## src/design/oaht_pkg.sv

```systemverilog
`timescale 1ns / 1ps
`default_nettype none

package oaht_pkg;

    localparam int CMD_W       = 2;
    localparam int HASH_W      = 32;
    localparam int KEY_W       = 32;
    localparam int VALUE_W     = 64;
    localparam int LIMIT_W     = 9;
    localparam int SLOT_ST_W   = 2;

    localparam int SLOTS_DEF      = 256;
    localparam int KEY_BITS_DEF   = 32;
    localparam int VALUE_BITS_DEF = 64;

    localparam logic [LIMIT_W-1:0] LIMIT_RESET = 9'd192;

    typedef logic [CMD_W-1:0]     t_cmd;
    typedef logic [1:0]           t_status;
    typedef logic [SLOT_ST_W-1:0] t_slot_st;

    localparam t_cmd CMD_GET = 2'd0;
    localparam t_cmd CMD_SET = 2'd1;
    localparam t_cmd CMD_DEL = 2'd2;

    localparam t_status RS_DONE      = 2'd0;
    localparam t_status RS_NOT_FOUND = 2'd1;
    localparam t_status RS_FULL      = 2'd2;

    localparam t_slot_st SL_EMPTY = 2'd0;
    localparam t_slot_st SL_TOMB  = 2'd1;
    localparam t_slot_st SL_LIVE  = 2'd2;

    typedef struct packed {
        logic    clr;
        logic    load;
        logic    probe_first;
        logic    probe_step;
        logic    wr;
        logic    wr_tomb;
        logic    inc_used;
        logic    out_load;
        logic    found;
        logic    is_new;
        logic    take_data;
        t_status status;
    } t_dp_cmd;

    typedef struct packed {
        logic clr_done;
        logic probe_done;
        logic hit;
        logic have_slot;
        logic slot_tomb;
        logic room;
    } t_dp_stat;

endpackage

`default_nettype wire

```

## src/design/oaht_ctrl.sv

```systemverilog
`timescale 1ns / 1ps
`default_nettype none

module oaht_ctrl
    import oaht_pkg::*;
(
    input  wire logic     i_clk,
    input  wire logic     i_rst_n,
    input  wire logic     i_valid,
    output logic          o_ready,
    input  wire t_cmd     i_cmd,
    output logic          o_valid,
    input  wire logic     i_ready,
    output t_dp_cmd       o_dp_cmd,
    input  wire t_dp_stat i_stat
);

    localparam logic [2:0] S_CLEAR  = 3'd0;
    localparam logic [2:0] S_IDLE   = 3'd1;
    localparam logic [2:0] S_MOD1   = 3'd2;
    localparam logic [2:0] S_MOD2   = 3'd3;
    localparam logic [2:0] S_PROBE  = 3'd4;
    localparam logic [2:0] S_DECIDE = 3'd5;

    logic [2:0] r_state;
    logic [2:0] n_state;
    logic       r_out_valid;
    logic       n_out_valid;
    t_cmd       r_cmd;

    assign o_ready = (r_state == S_IDLE);
    assign o_valid = r_out_valid;

    always_comb begin
        n_state  = r_state;
        o_dp_cmd = '0;
        o_dp_cmd.status = RS_NOT_FOUND;
        unique case (r_state)
            S_CLEAR: begin
                o_dp_cmd.clr = 1'b1;
                if (i_stat.clr_done) begin
                    n_state = S_IDLE;
                end
            end
            S_IDLE: begin
                if (i_valid) begin
                    o_dp_cmd.load = 1'b1;
                    if (i_cmd == CMD_GET || i_cmd == CMD_SET || i_cmd == CMD_DEL) begin
                        n_state = S_MOD1;
                    end else begin
                        n_state = S_DECIDE;
                    end
                end
            end
            S_MOD1: begin
                n_state = S_MOD2;
            end
            S_MOD2: begin
                o_dp_cmd.probe_first = 1'b1;
                n_state = S_PROBE;
            end
            S_PROBE: begin
                o_dp_cmd.probe_step = 1'b1;
                if (i_stat.probe_done) begin
                    n_state = S_DECIDE;
                end
            end
            S_DECIDE: begin
                if (!r_out_valid || i_ready) begin
                    o_dp_cmd.out_load = 1'b1;
                    n_state = S_IDLE;
                    unique case (r_cmd)
                        CMD_GET: begin
                            o_dp_cmd.found     = i_stat.hit;
                            o_dp_cmd.take_data = i_stat.hit;
                            o_dp_cmd.status    = i_stat.hit ? RS_DONE : RS_NOT_FOUND;
                        end
                        CMD_DEL: begin
                            o_dp_cmd.found   = i_stat.hit;
                            o_dp_cmd.wr      = i_stat.hit;
                            o_dp_cmd.wr_tomb = 1'b1;
                            o_dp_cmd.status  = i_stat.hit ? RS_DONE : RS_NOT_FOUND;
                        end
                        CMD_SET: begin
                            priority if (i_stat.hit) begin
                                o_dp_cmd.found  = 1'b1;
                                o_dp_cmd.wr     = 1'b1;
                                o_dp_cmd.status = RS_DONE;
                            end else if (i_stat.have_slot
                                         && (i_stat.slot_tomb || i_stat.room)) begin
                                o_dp_cmd.wr       = 1'b1;
                                o_dp_cmd.is_new   = 1'b1;
                                o_dp_cmd.inc_used = !i_stat.slot_tomb;
                                o_dp_cmd.status   = RS_DONE;
                            end else begin
                                o_dp_cmd.status = RS_FULL;
                            end
                        end
                        default: begin
                            o_dp_cmd.status = RS_NOT_FOUND;
                        end
                    endcase
                end
            end
            default: begin
                n_state = S_IDLE;
            end
        endcase
    end

    always_comb begin
        n_out_valid = r_out_valid;
        if (o_dp_cmd.out_load) begin
            n_out_valid = 1'b1;
        end else if (i_ready) begin
            n_out_valid = 1'b0;
        end
    end

    always_ff @(posedge i_clk) begin
        if (!i_rst_n) begin
            r_state     <= S_CLEAR;
            r_out_valid <= 1'b0;
        end else begin
            r_state     <= n_state;
            r_out_valid <= n_out_valid;
        end
    end

    always_ff @(posedge i_clk) begin
        if (o_ready && i_valid) begin
            r_cmd <= i_cmd;
        end
    end

endmodule

`default_nettype wire

```

## config.mk

```make
export PLATFORM = sky130hd
export DESIGN_NAME = oaht_ctrl
export DESIGN_NICKNAME = d
export VERILOG_FILES = /design/src/design/oaht_pkg.sv /design/src/design/oaht_ctrl.sv
export SDC_FILE = /design/constraint.sdc
export NUM_CORES = 1
export LEC_CHECK = 0
export BUFFER_PORTS_ARGS = -buffer_cell sky130_fd_sc_hd__buf_4
export CAP_MARGIN = 20
export CORE_MARGIN = 2
export CORE_UTILIZATION = 25
export DETAILED_ROUTE_END_ITERATION = 8
export GPL_TIMING_DRIVEN = 0
export PLACE_DENSITY = 0.51
export SETUP_SLACK_MARGIN = 0.4
export SYNTH_ARGS = -nofsm -noshare
export SYNTH_HDL_FRONTEND = slang
export SYNTH_SLANG_ARGS = --single-unit
```

## constraint.sdc

```tcl
create_clock -name i_clk -period 1.35 [get_ports i_clk]
set_input_delay 0 -clock i_clk [delete_from_list [all_inputs] [get_ports i_clk]]
set_output_delay 0 -clock i_clk [all_outputs]
set_load 0.02 [all_outputs]
```

# [After elaboration in Yosys (flattened, before gate mapping)]
# Cells that the tools add are included.
[op_classes] eq_ne=13 reduce_logical=14 mux=31
[op_table] cell="$mux 1" n=18
[op_table] cell="$mux 9" n=2
[op_table] cell="$pmux 3 s6" n=1
[op_table] cell="$mux 3" n=5
[op_table] cell="$ne 2x2->1 const B" n=4
[op_table] cell="$eq 3x2->1 const B" n=2
[op_table] cell="$eq 3x3->1 const B" n=2
[op_table] cell="$eq 2x1->1 const B" n=2
[op_table] cell="$eq 2x2->1 const B" n=2
[op_table] cell="$logic_not 2->1" n=2
[op_table] cell="$logic_or 1x1->1" n=4
[op_table] cell="$mux 2" n=2
[op_table] cell="$pmux 1 s2" n=2
[op_table] cell="$pmux 2 s2" n=1
[op_table] cell="$reduce_and 4->1" n=1
[op_table] cell="$eq 3x1->1 const B" n=1
[op_table] cell="$logic_not 3->1" n=1
[op_table] cell="$logic_and 1x1->1" n=2
[op_table] cell="$logic_not 1->1" n=2
[op_table] cell="$reduce_bool 2->1" n=1
[op_table] cell="$reduce_or 2->1" n=1
[totals] input_bits=12 wordCells=61 ff_bits=6 out_inout_bits=15

# [Longest topological paths before layout]
# Gate-level depths: netlist of the first run.
[logic_depth] depth_word=8 mapped_depth=5 depth_no_buf=5

# [Least setup slack after synthesis of the first run]
# Ideal clock, no wire load.
[synth_timing] path_kind="register to register" startpoint="reg r_state[0]" endpoint="reg r_cmd[0], enable pin" required_time_ns=1.019 path_stages_with_launch=4 setup_ns=0.331 n_path_buf=0 path_slack_ns=-0.150 t_arrival_ns=1.169 period_less_slack_ns=1.500 cell_sequence="dfxtp_1 nand2b_1 nor2_1 and2_1"
[synth_via] elab_chain_len=2
[synth_lines] item="start: declaration" line_no="oaht_ctrl.sv:25" rtl="logic [2:0] r_state;"
[synth_lines] item="start signal: assignment" line_no="oaht_ctrl.sv:125" rtl="r_state <= n_state;"
[synth_lines] item="$eq 3x1->1" line_no="oaht_ctrl.sv:31" rtl="assign o_ready = (r_state == S_IDLE);"
[synth_lines] item="net o_ready" line_no="oaht_ctrl.sv:10" rtl="output logic o_ready,"
[synth_lines] item="$logic_and 1x1->1" line_no="oaht_ctrl.sv:131" rtl="if (o_ready && i_valid) begin"
[synth_lines] item="end signal: assignment" line_no="oaht_ctrl.sv:132" rtl="r_cmd <= i_cmd;"
[synth_lines] item="end: declaration" line_no="oaht_ctrl.sv:29" rtl="t_cmd r_cmd;"
# The timed path passes the listed nets, and every way through them passes these cells.
# A chain may end at the register's enable or synchronous reset.

==> results of run 1 <==
[registers in the layout (all words and copies together) (netlist names)]
register and cells:
r_state 3, r_cmd 2, o_valid 1
[cells by family after synthesis]
group / synth area share
compound gates: 0.137
simple gates: 0.379
flops: 0.295
buf+inv: 0.0631
fa+ha+maj: 0.105
mux: 0.0211
[power by group]
part           total [mW]  switching (mW)  internal (mW)
Sequential          0.221          0.0229          0.198
Clock               0.174          0.0620          0.112
Combinational       0.232          0.0968          0.135
Total               0.626           0.182          0.445
[metrics by stage]
stage | hold slack, ns | setup TNS, ns | setup slack (ns) | power, mW
after global placement | 0.197 | 0 | 0.115 | 0.375
after detailed placement | 0.199 | 0 | 0.106 | 0.375
final | 0.106 | -0.305 | -0.0854 | 0.626
after CTS | 0.105 | -0.250 | -0.0839 | 0.572
after global routing | 0.117 | -0.818 | -0.200 | 0.670
after floorplan | 0.0356 | 0 | 0.196 | 0.312
[worst max-delay path, delay by kind of cell, from the launching register on]
family,cells,cell delay (ns)
buffers and inverters,1,0.14
flip-flops,1,0.44
AND/OR/NAND/NOR,3,0.62
[metal layers]
layer,GRT usage,share of wire
met4,0.0649,0.015
met2,0.200,0.53
met1,0.118,0.38
met3,0.0113,0.083
met5,0,0
[worst max path at each step]
stage / endpoint / slack [ns] / cells after the start
6_report: o_dp_cmd[6] / -0.09 / 4
5_1_grt: o_dp_cmd[8] / -0.20 / 6
4_1_cts: o_dp_cmd[6] / -0.08 / 5
3_5_place_dp: o_dp_cmd[6] / 0.11 / 5
3_3_place_gp: o_dp_cmd[6] / 0.11 / 5
2_1_floorplan: r_cmd[0]$_DFFE_PP_ / 0.20 / 3
[Yosys cell counts, types with 2 or more instances]
master,number
sky130_fd_sc_hd__nor2_1,6
sky130_fd_sc_hd__nor2b_1,5
sky130_fd_sc_hd__dfxtp_1,4
sky130_fd_sc_hd__ha_1,4
sky130_fd_sc_hd__inv_1,4
sky130_fd_sc_hd__nand2b_1,4
sky130_fd_sc_hd__a21boi_0,3
sky130_fd_sc_hd__and3_1,3
sky130_fd_sc_hd__o21ai_0,3
sky130_fd_sc_hd__a21oi_1,2
sky130_fd_sc_hd__buf_4,2
sky130_fd_sc_hd__edfxtp_1,2
sky130_fd_sc_hd__nand3_1,2
sky130_fd_sc_hd__nor3b_1,2
[timing repair]
item / CTS / global route
pin swaps: 4 / 9
resized for setup: 13 / 33
setup endpoints to repair: 18 / 20
setup buffers: 3 / 3
hold buffers: 3 / 0
endpoints found under the hold margin: 3 / 0
[layout make-up]
type / instances / area (µm²)
fill: 179 / 699
multi-input combinational: 44 / 479
timing repair buffer: 35 / 339
sequential: 6 / 149
tap: 25 / 31.3
clock buffer: 4 / 26.3
buffer: 2 / 22.5
inverter: 4 / 17.5
==> flow_summary.html, run 1 <==
<table>
<tr><th>Metric</th><th>Value</th></tr>
<tr><th colspan="2">Outcome</th></tr>
<tr><td>Status</td><td>complete, but fails checks</td></tr>
<tr><td>Failing checks</td><td>negative setup slack</td></tr>
<tr><th colspan="2">Setup path</th></tr>
<tr><td>Crit path launch</td><td>r_state[0]$_SDFFE_PN0P_</td></tr>
<tr><td>Biggest cell delay along the critical path</td><td>~0.44 ns</td></tr>
<tr><td>Critical path type</td><td>flip-flop to output port</td></tr>
<tr><td>Number of cell instances on the worst register-to-register path</td><td>4</td></tr>
<tr><td>Critical path, cell by cell</td><td>and3b_2 -&gt; nand4b_4 -&gt; nor3_4 -&gt; buf_6</td></tr>
<tr><td>Worst-path maximum fanout</td><td>9</td></tr>
<tr><td>Slowest CP cell</td><td>sky130_fd_sc_hd__dfxtp_4</td></tr>
<tr><td>Arrival time at the worst endpoint</td><td>1.44 ns</td></tr>
<tr><td>Reg2reg end</td><td>r_cmd[0]$_DFFE_PP_</td></tr>
<tr><td>Data required time of the worst path</td><td>approximately 1.4 ns</td></tr>
<tr><td>Critical Path Source Type</td><td>flip-flop</td></tr>
<tr><td>Worst Setup End Kind</td><td>output port</td></tr>
<tr><td>R2R Path Start</td><td>r_state[1]$_SDFFE_PN0P_</td></tr>
<tr><td>Reg-to-reg slack, setup</td><td>about 0.22 ns</td></tr>
<tr><th colspan="2">GRT</th></tr>
<tr><td>Remaining Overflow, GRT</td><td>0</td></tr>
<tr><td>All-layer global routing usage</td><td>0.108</td></tr>
<tr><td>Number of antenna violations at the first check in global routing</td><td>0</td></tr>
<tr><td>Number of global-route vias before repair</td><td>between 400 and 500</td></tr>
<tr><td>Largest net degree at the start of global routing</td><td>10</td></tr>
<tr><td>First-pass GRT wire length</td><td>1740 µm</td></tr>
<tr><th colspan="2">Synthesis</th></tr>
<tr><td>Synth unique cells</td><td>24</td></tr>
<tr><td>Gate Count Post-Synth</td><td>56</td></tr>
<tr><td>Top cell type's share of synthesized area</td><td>0.168</td></tr>
<tr><td>Yosys top cell by area</td><td>sky130_fd_sc_hd__dfxtp_1</td></tr>
<tr><td>Ys flop type</td><td>sky130_fd_sc_hd__dfxtp_1</td></tr>
<tr><td>Average cell area after synthesis</td><td>around 8.5 µm²</td></tr>
<tr><td>Net Count, Synth</td><td>72</td></tr>
<tr><td>Synth top area cells</td><td>sky130_fd_sc_hd__dfxtp_1, sky130_fd_sc_hd__edfxtp_1, sky130_fd_sc_hd__ha_1, sky130_fd_sc_hd__nor2b_1, sky130_fd_sc_hd__nand2b_1</td></tr>
<tr><td>Register bit total from synthesis</td><td>6</td></tr>
<tr><td>Portion of the post-synthesis area used by sequential elements</td><td>0.295</td></tr>
<tr><td>Async S/R FF share, synth</td><td>0</td></tr>
<tr><td>Post-synth EDFFs</td><td>2</td></tr>
<tr><td>Synth warn</td><td>0</td></tr>
<tr><td>Cell area after synthesis</td><td>475 µm²</td></tr>
<tr><th colspan="2">Floorplan</th></tr>
<tr><td>Die height</td><td>47.6 µm</td></tr>
<tr><td>I/O pin cnt</td><td>27</td></tr>
<tr><td>Initial Util</td><td>0.270</td></tr>
<tr><td>Core ar.</td><td>roughly 0.0018 mm²</td></tr>
<tr><td>Number of core rows</td><td>15</td></tr>
<tr><td>Die footprint</td><td>0.00227 mm²</td></tr>
<tr><td>Horiz. Die Dim</td><td>47.6 µm</td></tr>
<tr><th colspan="2">Finish</th></tr>
<tr><td>Most used cells in the layout excluding fill and tap cells</td><td>sky130_fd_sc_hd__buf_6, sky130_fd_sc_hd__buf_4, sky130_fd_sc_hd__nor2b_4</td></tr>
<tr><td>Number of non-filler instances in the completed layout</td><td>120</td></tr>
<tr><td>Final antenna diode count</td><td>0</td></tr>
<tr><td>Final Cell Area</td><td>about 0.0011 mm²</td></tr>
<tr><td>Area growth syn-to-layout</td><td>124%</td></tr>
<tr><td>End-of-flow core utilization</td><td>0.604</td></tr>
<tr><td>Layout cell share with drive strength beyond 1</td><td>0.758</td></tr>
<tr><td>Leading cell type in the layout, fill and taps excluded</td><td>sky130_fd_sc_hd__buf_6</td></tr>
<tr><td>Number of nets in the finished design</td><td>between 100 and 150</td></tr>
<tr><th colspan="2">Placement</th></tr>
<tr><td>Total cell area at the placement stage</td><td>805 µm²</td></tr>
<tr><td>Number of buffers inserted by port buffering</td><td>26</td></tr>
<tr><td>GP Congestion</td><td>approximately 0.68</td></tr>
<tr><td>Placed cell count</td><td>about 110</td></tr>
<tr><td>Detailed Place HPWL</td><td>863 µm</td></tr>
<tr><th colspan="2">Worst hold path</th></tr>
<tr><td>Depth of the worst hold-timing path</td><td>3</td></tr>
<tr><td>Hold path start</td><td>i_stat[4]</td></tr>
<tr><td>Hold Crit Class</td><td>input port to flip-flop</td></tr>
<tr><td>End point of the worst hold path</td><td>r_state[0]$_SDFFE_PN0P_</td></tr>
<tr><th colspan="2">Detailed routing</th></tr>
<tr><td>Routed via count</td><td>around 540</td></tr>
<tr><td>Via density</td><td>4.48</td></tr>
<tr><td>Iter 0 DRT Violations</td><td>2</td></tr>
<tr><td>Post-DR wirelength/cell</td><td>roughly 10 µm</td></tr>
<tr><td>Remaining design rule violation count</td><td>0</td></tr>
<tr><td>Routed WL</td><td>1240 µm</td></tr>
<tr><td>Length of the first detailed-routing pass in iterations</td><td>2</td></tr>
<tr><td>Number of routed nets with antenna violations</td><td>0</td></tr>
<tr><th colspan="2">STA</th></tr>
<tr><td>Final hold vios</td><td>0</td></tr>
<tr><td>Setup clock skew after layout</td><td>approximately 0.0043 ns</td></tr>
<tr><td>Number of setup violations in the final report</td><td>6</td></tr>
<tr><td>Fmax</td><td>approximately 0.70 GHz</td></tr>
<tr><td>Slew at the pin closest to its max-slew limit</td><td>~0.67 ns</td></tr>
<tr><td>Setup repair after global routing missed its margin</td><td>yes</td></tr>
<tr><td>Max Transition Viols Final</td><td>0</td></tr>
<tr><td>Rel. slew slack</td><td>0.550</td></tr>
<tr><td>Setup slack after layout</td><td>-0.0854 ns</td></tr>
<tr><td>Share of the cycle needed by the critical path after routing</td><td>1.06</td></tr>
<tr><td>Tmin final</td><td>1.44 ns</td></tr>
<tr><th colspan="2">Power and ir drop</th></tr>
<tr><td>Largest voltage drop on the vdd net</td><td>0.405 mV</td></tr>
<tr><td>Pleak</td><td>0.480 nW</td></tr>
<tr><td>Cell area power density</td><td>588 mW/mm²</td></tr>
<tr><th colspan="2">Clock tree</th></tr>
<tr><td>Clock H-tree levels</td><td>1</td></tr>
<tr><td>Clock Latency Late Sink</td><td>about 0.24 ns</td></tr>
<tr><td>CTS clock-pin slew for the worst setup and hold paths</td><td>0.04 ns</td></tr>
<tr><td>Clock Tree Root</td><td>sky130_fd_sc_hd__clkbuf_4</td></tr>
<tr><td>Inserted Clock Buffers</td><td>3</td></tr>
<tr><td>Bufs on Longest Clock Path</td><td>2</td></tr>
<tr><td>Clock tree from TritonCTS</td><td>done</td></tr>
<tr><td>Num Clock Sinks</td><td>6</td></tr>
<tr><th colspan="2">Job</th></tr>
<tr><td>Max-capacitance violation count</td><td>0</td></tr>
</table>
(Power assumes the default switching activity.)
==> run 2: changes to the inputs <==
--- a/config.mk
+++ b/config.mk
@@ -9,2 +9,3 @@
 export CAP_MARGIN = 20
+export CORE_ASPECT_RATIO = 0.9
 export CORE_MARGIN = 2
@@ -14,2 +15,3 @@
 export PLACE_DENSITY = 0.51
+export REMOVE_ABC_BUFFERS = 1
 export SETUP_SLACK_MARGIN = 0.4
==> constraint.sdc (replaced) <==
create_clock -name i_clk -period 1.35 [get_ports i_clk]
set_input_delay 0.27 -clock i_clk [delete_from_list [all_inputs] [get_ports i_clk]]
set_output_delay 0.27 -clock i_clk [all_outputs]
set_load 0.02 [all_outputs]
==> run 2 against run 1 <==
  * The run still ends with negative setup slack left
  * Sequential power is 7% lower
  * Critical path depth is 1 higher
  * Utilization is 6.8 points higher
  * Worst hold slack better by 0.11 ns
  * Register-to-register slack worse by 0.22 ns
  * Via count is 12% higher
  * Largest power group unchanged
  * Highest routed layer is now met3
==> flow_summary.html, run 2 (same netlist as run 1, synthesis figures left out) <==
<table>
<tr><th>Metric</th><th>Value</th></tr>
<tr><th colspan="2">Finish</th></tr>
<tr><td>Most used cells in the layout excluding fill and tap cells</td><td>sky130_fd_sc_hd__buf_6, sky130_fd_sc_hd__buf_4, sky130_fd_sc_hd__nor2_1</td></tr>
<tr><td>Number of non-filler instances in the completed layout</td><td>134 (+12%)</td></tr>
<tr><td>Area growth syn-to-layout</td><td>145%</td></tr>
<tr><td>Top reg by flops</td><td>r_state</td></tr>
<tr><td>Layout cell share with drive strength beyond 1</td><td>0.755 (-0.00335)</td></tr>
<tr><td>Number of flip-flops in the largest register</td><td>3 (unchanged)</td></tr>
<tr><td>Final antenna diode count</td><td>0 (unchanged)</td></tr>
<tr><td>Number of nets in the finished design</td><td>127 (+13%)</td></tr>
<tr><td>Leading cell type in the layout, fill and taps excluded</td><td>sky130_fd_sc_hd__buf_6</td></tr>
<tr><td>Final Cell Area</td><td>0.00116 mm² (+9.4%)</td></tr>
<tr><th colspan="2">Placement</th></tr>
<tr><td>Placed cell count</td><td>104 (-2.8%)</td></tr>
<tr><td>Total cell area at the placement stage</td><td>686 µm² (-15%)</td></tr>
<tr><td>Detailed Place HPWL</td><td>852 µm (-1.2%)</td></tr>
<tr><td>Number of buffers inserted by port buffering</td><td>26 (unchanged)</td></tr>
<tr><td>GP Congestion</td><td>0.690 (+2.0%)</td></tr>
<tr><th colspan="2">Power and ir drop</th></tr>
<tr><td>Pleak</td><td>0.550 nW (+15%)</td></tr>
<tr><td>Largest voltage drop on the vdd net</td><td>0.430 mV (+6.1%)</td></tr>
<tr><td>Pwr Total</td><td>0.706 mW (+13%)</td></tr>
<tr><td>Cell area power density</td><td>606 mW/mm² (+3.1%)</td></tr>
<tr><th colspan="2">Clock tree</th></tr>
<tr><td>Clock Latency Late Sink</td><td>0.25 ns (about the same)</td></tr>
<tr><td>CTS clock-pin slew for the worst setup and hold paths</td><td>0.06 ns (+0.02 ns)</td></tr>
<tr><td>Inserted Clock Buffers</td><td>3 (unchanged)</td></tr>
<tr><td>Num Clock Sinks</td><td>6 (unchanged)</td></tr>
<tr><td>Bufs on Longest Clock Path</td><td>2 (unchanged)</td></tr>
<tr><td>Clock H-tree levels</td><td>1 (unchanged)</td></tr>
<tr><td>Clock Tree Root</td><td>sky130_fd_sc_hd__clkbuf_4</td></tr>
<tr><td>Clock tree from TritonCTS</td><td>done</td></tr>
<tr><th colspan="2">STA</th></tr>
<tr><td>Fmax</td><td>0.590 GHz (-15%)</td></tr>
<tr><td>Tmin final</td><td>1.69 ns (+0.259 ns)</td></tr>
<tr><td>Slew at the pin closest to its max-slew limit</td><td>0.445 ns (-0.223 ns)</td></tr>
<tr><td>Setup repair after global routing missed its margin</td><td>yes</td></tr>
<tr><td>Final hold vios</td><td>0 (unchanged)</td></tr>
<tr><td>Number of setup violations in the final report</td><td>14 (+8)</td></tr>
<tr><td>Setup clock skew after layout</td><td>0.00751 ns (+0.00322 ns)</td></tr>
<tr><td>Share of the cycle needed by the critical path after routing</td><td>1.25 (+0.192)</td></tr>
<tr><td>Max Transition Viols Final</td><td>0 (unchanged)</td></tr>
<tr><td>Rel. slew slack</td><td>0.700 (+0.150)</td></tr>
<tr><td>Setup slack after layout</td><td>-0.344 ns (-0.259 ns)</td></tr>
<tr><th colspan="2">Setup path</th></tr>
<tr><td>Critical Path Source Type</td><td>flip-flop</td></tr>
<tr><td>Worst Path Buf+Inv</td><td>3 (+2)</td></tr>
<tr><td>Arrival time at the worst endpoint</td><td>1.42 ns (-0.02 ns)</td></tr>
<tr><td>Largest delay share family, worst path</td><td>flip-flops</td></tr>
<tr><td>Slowest CP cell</td><td>sky130_fd_sc_hd__edfxtp_1</td></tr>
<tr><td>Worst-path maximum fanout</td><td>3 (-6)</td></tr>
<tr><td>Critical path type</td><td>flip-flop to output port</td></tr>
<tr><td>Reg-to-reg slack, setup</td><td>0 ns (-0.22 ns)</td></tr>
<tr><td>Critical path, cell by cell</td><td>inv_2 -&gt; buf_4 -&gt; ha_4 -&gt; and3_1 -&gt; buf_6</td></tr>
<tr><td>Reg2reg end</td><td>r_state[0]$_SDFFE_PN0P_</td></tr>
<tr><td>Data required time of the worst path</td><td>1.08 ns (-0.27 ns)</td></tr>
<tr><td>Crit path launch</td><td>r_cmd[1]$_DFFE_PP_</td></tr>
<tr><td>Worst Setup End Kind</td><td>output port</td></tr>
<tr><td>R2R Path Start</td><td>r_state[1]$_SDFFE_PN0P_</td></tr>
<tr><td>Biggest cell delay along the critical path</td><td>0.44 ns (about the same)</td></tr>
<tr><td>Number of cell instances on the worst register-to-register path</td><td>8 (+4)</td></tr>
<tr><th colspan="2">Detailed routing</th></tr>
<tr><td>Iter 0 DRT Violations</td><td>4 (+2)</td></tr>
<tr><td>Length of the first detailed-routing pass in iterations</td><td>3 (+1)</td></tr>
<tr><td>Post-DR wirelength/cell</td><td>12.6 µm (+22%)</td></tr>
<tr><td>Remaining design rule violation count</td><td>0 (unchanged)</td></tr>
<tr><td>Routed via count</td><td>599 (+12%)</td></tr>
<tr><td>Number of routed nets with antenna violations</td><td>0 (unchanged)</td></tr>
<tr><td>Via density</td><td>4.47 (-0.11%)</td></tr>
<tr><td>Routed WL</td><td>1690 µm (+37%)</td></tr>
<tr><th colspan="2">Floorplan</th></tr>
<tr><td>Number of core rows</td><td>14 (-1)</td></tr>
<tr><td>I/O pin cnt</td><td>27 (unchanged)</td></tr>
<tr><td>Die height</td><td>45.4 µm (-4.7%)</td></tr>
<tr><td>Core ar.</td><td>0.00173 mm² (-1.7%)</td></tr>
<tr><td>Die footprint</td><td>0.00227 mm² (about the same)</td></tr>
<tr><td>Initial Util</td><td>0.274 (+0.00467)</td></tr>
<tr><td>Horiz. Die Dim</td><td>50.0 µm (+5.0%)</td></tr>
<tr><th colspan="2">GRT</th></tr>
<tr><td>All-layer global routing usage</td><td>0.144 (+0.0355)</td></tr>
<tr><td>Number of global-route vias before repair</td><td>562 (+25%)</td></tr>
<tr><td>Number of antenna violations at the first check in global routing</td><td>0 (unchanged)</td></tr>
<tr><td>Largest net degree at the start of global routing</td><td>8 (-2)</td></tr>
<tr><td>Remaining Overflow, GRT</td><td>0 (unchanged)</td></tr>
<tr><td>First-pass GRT wire length</td><td>2430 µm (+40%)</td></tr>
<tr><th colspan="2">Worst hold path</th></tr>
<tr><td>Hold path start</td><td>i_cmd[1]</td></tr>
<tr><td>End point of the worst hold path</td><td>r_cmd[1]$_DFFE_PP_</td></tr>
<tr><td>Depth of the worst hold-timing path</td><td>1 (-2)</td></tr>
<tr><td>Hold Crit Class</td><td>input port to flip-flop</td></tr>
<tr><th colspan="2">Outcome</th></tr>
<tr><td>Failing checks</td><td>negative setup slack</td></tr>
<tr><td>Status</td><td>complete, but fails checks</td></tr>
<tr><th colspan="2">Job</th></tr>
<tr><td>Max-capacitance violation count</td><td>0 (unchanged)</td></tr>
</table>
-- run 2: changes by cell type in the layout (fill, tap and decap cells not counted), moves of 2 or more --
cell and delta:
sky130_fd_sc_hd__nor2_4 -2, sky130_fd_sc_hd__dlygate4sd3_1 -3, sky130_fd_sc_hd__nor2b_1 +2, sky130_fd_sc_hd__and3_1 +2, sky130_fd_sc_hd__nor2_1 +3, sky130_fd_sc_hd__ha_1 -2, sky130_fd_sc_hd__buf_6 +9, sky130_fd_sc_hd__nor2b_4 -2
sky130_fd_sc_hd__buf_4 +8
-- run 2: area by class of cell --
class | instances | area (µm²)
Multi-Input combinational cell | 44 | 433
Fill cell | 126 | 569
Clock buffer | 4 | 26.3
Tap cell | 24 | 30.0
Sequential cell | 6 | 153
Timing Repair Buffer | 52 | 508
Inverter | 4 | 15.0
-- run 2: repair_timing --
| item | CTS | global route |
|---|---|---|
| endpoints found under the setup margin | 20 | 21 |
| hold buffers | 0 | 0 |
| gates resized for setup | 52 | 17 |
| pin swaps | 14 | 11 |
| setup buffers | 18 | 8 |
| hold endpoints to repair | 0 | 0 |
-- run 2: through the flow --
step	TNS, ns	setup WS, ns	utilization	hold slack (ns)
4_1_cts	-2.50	-0.329	0.594	0.212
2_1_floorplan	-0.674	-0.150	-	0.369
3_3_place_gp	-0.604	-0.165	0.395	0.468
6_report	-2.97	-0.344	0.672	0.213
3_5_place_dp	-0.668	-0.186	0.395	0.467
5_1_grt	-3.95	-0.423	0.672	0.208
-- run 2: worst max-delay path by stage --
stage                               endpoint  slack [ns]  cells after the start
after floorplan           r_cmd[0]$_DFFE_PP_       -0.15                      3
after global placement           o_dp_cmd[8]       -0.17                      6
after detailed placement         o_dp_cmd[8]       -0.19                      6
after CTS                        o_dp_cmd[8]       -0.33                      5
after global routing             o_dp_cmd[8]       -0.42                      6
final                            o_dp_cmd[8]       -0.34                      5
-- run 2: metal layers --
metal	vias up	share of wire	global-route usage
met1	279	0.40	0.149
met3	0	0.048	0.0296
li1	300	-	-
met5	-	0	0
met2	20	0.55	0.291
met4	0	0	0.0500
-- run 2: where the power goes --
| part | total (mW) | switching [mW] | internal [mW] |
|---|---|---|---|
| clock | 0.190 | 0.0772 | 0.113 |
| sequential | 0.206 | 0.00931 | 0.196 |
| combinational | 0.311 | 0.126 | 0.184 |
| total | 0.706 | 0.213 | 0.493 |
